File: src/hw/rtl/stfs_pkg.sv
// shared widths, defaults and control/status types of the sorted table floor search
package stfs_pkg;

    localparam int DEFAULT_TABLE_DEPTH = 1024;
    localparam int DEFAULT_ADDR_BITS   = 48;

    localparam int SLOT_W  = 10;  // slot field of a write beat
    localparam int INDEX_W = 10;  // entry index field of a result beat
    localparam int COUNT_W = 11;  // entries_in_use register

    // controller to datapath
    typedef struct packed {
        logic accept;    // input beat taken this cycle
        logic in_last;   // fetching the last in-use entry
        logic in_probe;  // issuing the first bisection probe
        logic in_step;   // evaluating one bisection probe
        logic finish;    // load the result register
    } stfs_cmd_t;

    // datapath to controller
    typedef struct packed {
        logic lookup;    // current input beat is a lookup
        logic empty;     // no entries in use
        logic done;      // bisection range closes this step
        logic out_free;  // result register can take a new result
    } stfs_status_t;

endpackage

File: src/hw/rtl/stfs_ctrl.sv
// sequencer for table writes and bisection lookups
module stfs_ctrl (
    input  logic                  aclk,
    input  logic                  aresetn,
    input  logic                  s_tvalid,
    output logic                  s_tready,
    input  stfs_pkg::stfs_status_t status,
    output stfs_pkg::stfs_cmd_t    cmd
);
    import stfs_pkg::*;

    localparam logic [2:0] ST_IDLE   = 3'd0;
    localparam logic [2:0] ST_LAST   = 3'd1;
    localparam logic [2:0] ST_PROBE  = 3'd2;
    localparam logic [2:0] ST_STEP   = 3'd3;
    localparam logic [2:0] ST_FINISH = 3'd4;

    logic [2:0] state_reg;
    logic [2:0] state_next;
    logic       accept;

    assign s_tready = (state_reg == ST_IDLE);
    assign accept   = s_tvalid && s_tready;

    always_comb begin
        state_next = state_reg;
        case (state_reg)
            ST_IDLE: begin
                if (accept && status.lookup) begin
                    state_next = status.empty ? ST_FINISH : ST_LAST;
                end
            end
            ST_LAST: begin
                state_next = ST_PROBE;
            end
            ST_PROBE: begin
                state_next = ST_STEP;
            end
            ST_STEP: begin
                if (status.done) begin
                    state_next = ST_FINISH;
                end
            end
            ST_FINISH: begin
                if (status.out_free) begin
                    state_next = ST_IDLE;
                end
            end
            default: begin
                state_next = ST_IDLE;
            end
        endcase
    end

    always_ff @(posedge aclk) begin
        if (!aresetn) begin
            state_reg <= ST_IDLE;
        end else begin
            state_reg <= state_next;
        end
    end

    always_comb begin
        cmd          = '0;
        cmd.accept   = accept;
        cmd.in_last  = (state_reg == ST_LAST);
        cmd.in_probe = (state_reg == ST_PROBE);
        cmd.in_step  = (state_reg == ST_STEP);
        cmd.finish   = (state_reg == ST_FINISH) && status.out_free;
    end

`ifndef ASSERT_OFF
    a_last_then_probe: assert property (@(posedge aclk) disable iff (!aresetn)
        (state_reg == ST_LAST) |=> (state_reg == ST_PROBE))
        else $error("last-entry fetch not followed by first probe");

    a_finish_holds: assert property (@(posedge aclk) disable iff (!aresetn)
        (state_reg == ST_FINISH && !status.out_free) |=> (state_reg == ST_FINISH))
        else $error("result dropped while output stalled");
`endif

endmodule

File: config.mk
export PLATFORM = sky130hd
export DESIGN_NAME = stfs_ctrl
export DESIGN_NICKNAME = d
export VERILOG_FILES = /design/src/hw/rtl/stfs_pkg.sv /design/src/hw/rtl/stfs_ctrl.sv
export SDC_FILE = /design/constraint.sdc
export NUM_CORES = 1
export LEC_CHECK = 0
export ABC_AREA = 1
export BUFFER_PORTS_ARGS = -buffer_cell sky130_fd_sc_hd__buf_2
export CORE_AREA = 2 2 39 41
export DETAILED_ROUTE_END_ITERATION = 16
export DIE_AREA = 0 0 41 43
export MAX_ROUTING_LAYER = met4
export PLACE_DENSITY = 0.48
export SKIP_CTS_REPAIR_TIMING = 1
export SYNTH_ARGS = -nofsm -noshare
export SYNTH_HDL_FRONTEND = slang
export SYNTH_SLANG_ARGS = --single-unit
File: constraint.sdc
create_clock -name aclk -period 1.7 [get_ports aclk]
set_input_delay 0 -clock aclk [delete_from_list [all_inputs] [get_ports aclk]]
set_output_delay 0 -clock aclk [all_outputs]
set_load 0.005 [all_outputs]
==> results of run 1 <==
==> stage by stage <==
step	std cells	instance area, um^2	setup WS [ns]	utilization, %
2_1_floorplan	38	243	0.791	-
3_3_place_gp	65	315	0.664	22.8
3_5_place_dp	65	315	0.666	22.8
4_1_cts	69	342	0.527	24.7
5_1_grt	69	342	0.455	24.7
6_report	69	342	0.545	24.7
==> power by group <==
part	total [mW]	internal [mW]	switching [mW]
Clock	0.128	0.0881	0.0396
Combinational	0.291	0.125	0.165
Sequential	0.141	0.0993	0.0416
==> area by class of cell <==
cell class | instances | area share [%]
multi-input combinational | 24 | 40.3
sequential | 3 | 17.6
timing repair buffer | 12 | 17.6
inverter | 10 | 11.0
clock buffer | 4 | 7.69
tap | 16 | 5.86
==> layer usage <==
| layer | GRT usage (%) | up-vias |
|---|---|---|
| li1 | - | 148 |
| met1 | 8.65 | 99 |
| met2 | 8.44 | 11 |
| met3 | 6.28 | 0 |
| met4 | 2.00 | 0 |
| met5 | - | - |
==> worst paths after layout <==
path              cells past startpoint         start  slack (ns)           end
hold / removal                        3       aresetn       0.001  state_reg[1]
setup / recovery                      3  state_reg[2]        0.55        cmd[0]
setup reg to reg                      5  state_reg[2]        0.67  state_reg[0]
hold reg to reg                       2  state_reg[0]        0.57  state_reg[1]
==> Yosys cell counts (3+ instances only) <==
cell / n / area [um^2]
inv_1: 10 / 37.5
dfxtp_1: 3 / 60.1
nand3_1: 5 / 25.0
nand2_1: 3 / 11.3
nand2_2: 3 / 18.8
nor2_1: 6 / 22.5
==> critical path: cells and delay by family (launching register included) <==
kind,cells,cell delay [ns]
buffers and inverters,2,0.29
DFF,1,0.41
and+or+nand+nor,1,0.23
==> cell families after synthesis <==
| logic type | after synthesis | share of synthesized area, % |
|---|---|---|
| simple gates | 21 | 45.9 |
| buf+inv | 11 | 18.6 |
| flops | 3 | 24.7 |
| compound gates | 3 | 10.8 |
==> impl_metrics.ini, run 1 <==
[timing]
slew_headroom_pct = 86.0
whs_ns = 0.00149
setup-tns-final_ns = 0
period_minus_slack_ns = 1.15
fmax_mhz = 866
setup_viol = 0
rsz0062_at_grt = no
tightest_slew_ns = 0.208
drv_slew = 0
final_hold_viol_count = 0
fin_worst_skew_ns = 0.00280
post-route-period-util_pct = 67.9

[place]
routabilityCongestion = 0.711
portBuffers = 12
dp_hpwl_um = 424

[setup_path]
critical_path_class = reg -> out
cp.arrival_ns = 1.15
slowest_stage = dfxtp_1
start_kind = register
required_ns = 1.70
max_stage_delay_ns = 0.41
path_cells = inv_1 -> nor4_1 -> buf_2
worst_setup_path_end_kind = primary output
cp_max_fo = 4

[clocking]
tritoncts = built
cts.sinks = 3
clk_path_buf_depth = 2
cts_buffers = 3
clk_pin_slew_worst_paths_ns = 0.04
insertion_delay_ns = 0.23
htreeDepth = 1
root_buffer = clkbuf_4

[drt]
vias = 258
postRouteAntennaNets = 0
drt_iter0_markers = 4
drc = 0
viasPerCell = 3.74
drtPass1Iterations = 2
wl_per_cell_um = 7.62
met3_length_um = 48
wl_met1_um = 280
wl_um = 526
maxUsedRoutingLayer = met3
wl_met2_um = 197

[global_route]
globalRoute.totalOverflow = 0
gr-usage-all-layers_pct = 7.09
grt_start_max_net_pins = 6
grt_pass1_vias = 201
grt_pass1_wl_um = 786
antenna_found_initial = 0

[logic_synthesis]
synthCells = 38
synth_ff_type = dfxtp_1
synthesis.nets = 45
synthesis.area_um2 = 243
ys_ff_latch = 3
synth_seq_area_share_pct = 24.7
synth.distinct_cells = 14
ys_async_sr_fraction_pct = 0
syn_area_per_cell_um2 = 6.39
synth_edf_count = 0
synth-warning-count = 0

[power_and_ir_drop]
vdd_drop_max_uv = 725
leakage_nw = 0.205
power.density_nw_per_um2 = 1640
finalPower_uw = 559

[cells_and_area]
nFillCells = 160
num_antenna_cells = 0
regArea_um2 = 60.1
drive_gt1_share_pct = 43.4
syn_to_final_growth_pct = 40.7
multi_input_area_um2 = 138
final_common_cell = buf_2
largest_reg_flops = 3
final_cell_mix = buf_2, inv_1, nor2_1
nets = 61

[die]
start_util_pct = 17.5
dieArea_um2 = 1760
die_x_um = 41
core_um2 = 1380
num_rows = 14
fp.dieH_um = 43
io_pins = 13

[outcome]
status = finished clean

[run]
max-cap-violations = 0

[hold_path]
worstHoldPathType = in -> reg
(Power assumes the default switching activity.)
==> run 2: changes to the inputs <==
==> constraint.sdc (replaced) <==
create_clock -name aclk -period 1.1 [get_ports aclk]
set_input_delay 0 -clock aclk [delete_from_list [all_inputs] [get_ports aclk]]
set_output_delay 0 -clock aclk [all_outputs]
set_load 0.005 [all_outputs]
==> run 2 against run 1 <==
Against the previous run: the run now ends with negative hold slack left; final cell count is the same; count of clock-buffer cells in the layout is the same; sequential power is 77% higher; setup slack worse by 0.45 ns; core utilization rose by 1.4 points; combinational power increased by 64%; sequential share of layout area increased by 0.065 points; non-clock buffer count unchanged; register-to-register slack worse by 0.49 ns; total power is 64% higher; cell area grew 5.9%.
==> impl_metrics.ini, run 2 (same netlist as run 1, synthesis figures left out) <==
[timing]
setup_viol = 0
layout_setup_ws_ns = 0.0917
whs_ns = -0.00480
fin_worst_skew_ns = 0.000219
fmax_mhz = 992
period_minus_slack_ns = 1.01
slew_headroom_pct = 88.8
final_hold_viol_count = 1
setup-tns-final_ns = 0
drv_slew = 0
rsz0062_at_grt = yes
post-route-period-util_pct = 91.7
tightest_slew_ns = 0.167

[die]
start_util_pct = 17.5
io_pins = 13
dieArea_um2 = 1760
die_x_um = 41
fp.dieH_um = 43
core_um2 = 1380
num_rows = 14

[setup_path]
critical_path_class = reg -> out
required_ns = 1.10
r2r_slack_ns = 0.18
worstSetupStartpoint = state_reg[2]
cp.arrival_ns = 1.01
start_kind = register
slowest_stage = dfxtp_2
max_stage_delay_ns = 0.37
r2r_start = state_reg[0]
timing.rr.end = state_reg[2]
path_cells = inv_2 -> nor4_2 -> buf_2
r2r_cells = 5
worst_setup_path_end_kind = primary output
cp-endpoint = cmd[0]
cp_max_fo = 4

[cells_and_area]
nFillCells = 162
final_util_pct = 26.1
final_common_cell = buf_2
largest_reg_flops = 3
finalNonFillerCells = 69
drive_gt1_share_pct = 54.7
nets = 61
num_antenna_cells = 0
syn_to_final_growth_pct = 49.0
fin_area_um2 = 362
final_cell_mix = buf_2, inv_1, nor2_1

[power_and_ir_drop]
leakage_nw = 0.209
finalPower_uw = 917
vdd_drop_max_uv = 745
power.density_nw_per_um2 = 2530

[clocking]
insertion_delay_ns = 0.23
clk_path_buf_depth = 2
cts_buffers = 3
tritoncts = built
root_buffer = clkbuf_4
htreeDepth = 1
cts.sinks = 3
clk_pin_slew_worst_paths_ns = 0.04

[drt]
drtPass1Iterations = 4
wl_um = 545
viasPerCell = 4.00
drc = 0
wl_per_cell_um = 7.90
vias = 276
postRouteAntennaNets = 0
drt_iter0_markers = 10

[place]
dp_cells = 65
portBuffers = 12
post-place-ws_ns = 0.0911
placement.cell_area_um2 = 315
routabilityCongestion = 0.766
dp_hpwl_um = 451

[global_route]
grt_pass1_wl_um = 800
grt_pass1_vias = 229
grt_start_max_net_pins = 6
gr-usage-all-layers_pct = 7.19
antenna_found_initial = 0
globalRoute.totalOverflow = 0

[outcome]
violations = negative hold slack
status = complete, but fails checks

[hold_path]
worstHoldPathType = in -> reg
worstHoldStart = aresetn

[run]
max-cap-violations = 0
==> run 2: cell counts in the layout (fill, tap and decap cells not counted) <==
Identical to the previous run, type by type.
==> run 2: power by group <==
part	switching, mW	leakage (nW)	internal [mW]
Clock	0.0534	0.0150	0.136
Sequential	0.0852	0.0258	0.164
Combinational	0.266	0.168	0.212
Total	0.405	0.209	0.512
==> run 2: worst min-delay path by stage <==
stage,end,slack (ns),cells after the start
floorplan,cmd[0],0.09,2
global placement,state_reg[1],0.25,3
detailed placement,state_reg[1],0.24,3
CTS,state_reg[1],-0.007,3
global route,state_reg[1],0.01,3
finish,state_reg[1],-0.005,3
==> run 2: critical path, delay by kind of cell, from the launching register on <==
family / cells / cell delay, ns
buffers and inverters: 2 / 0.22
flip-flops: 1 / 0.37
AND/OR/NAND/NOR: 1 / 0.19
==> run 2: routing by layer <==
| layer | wire, um | global-route usage, % |
|---|---|---|
| met5 | 0 | - |
| met4 | 0 | 6.00 |
| met3 | 43 | 3.14 |
| met2 | 257 | 9.69 |
| met1 | 244 | 7.67 |
==> run 2: area by class of cell <==
class                   count  area (um^2)  share of cell area [%]
inverters                  10         37.5                    10.4
flip-flops and latches      3         63.8                    17.6
clock buffers               4         26.3                    7.27
well taps                  16         20.0                    5.54
repair buffers             12         60.1                    16.6
multi-input cells          24          154                    42.6
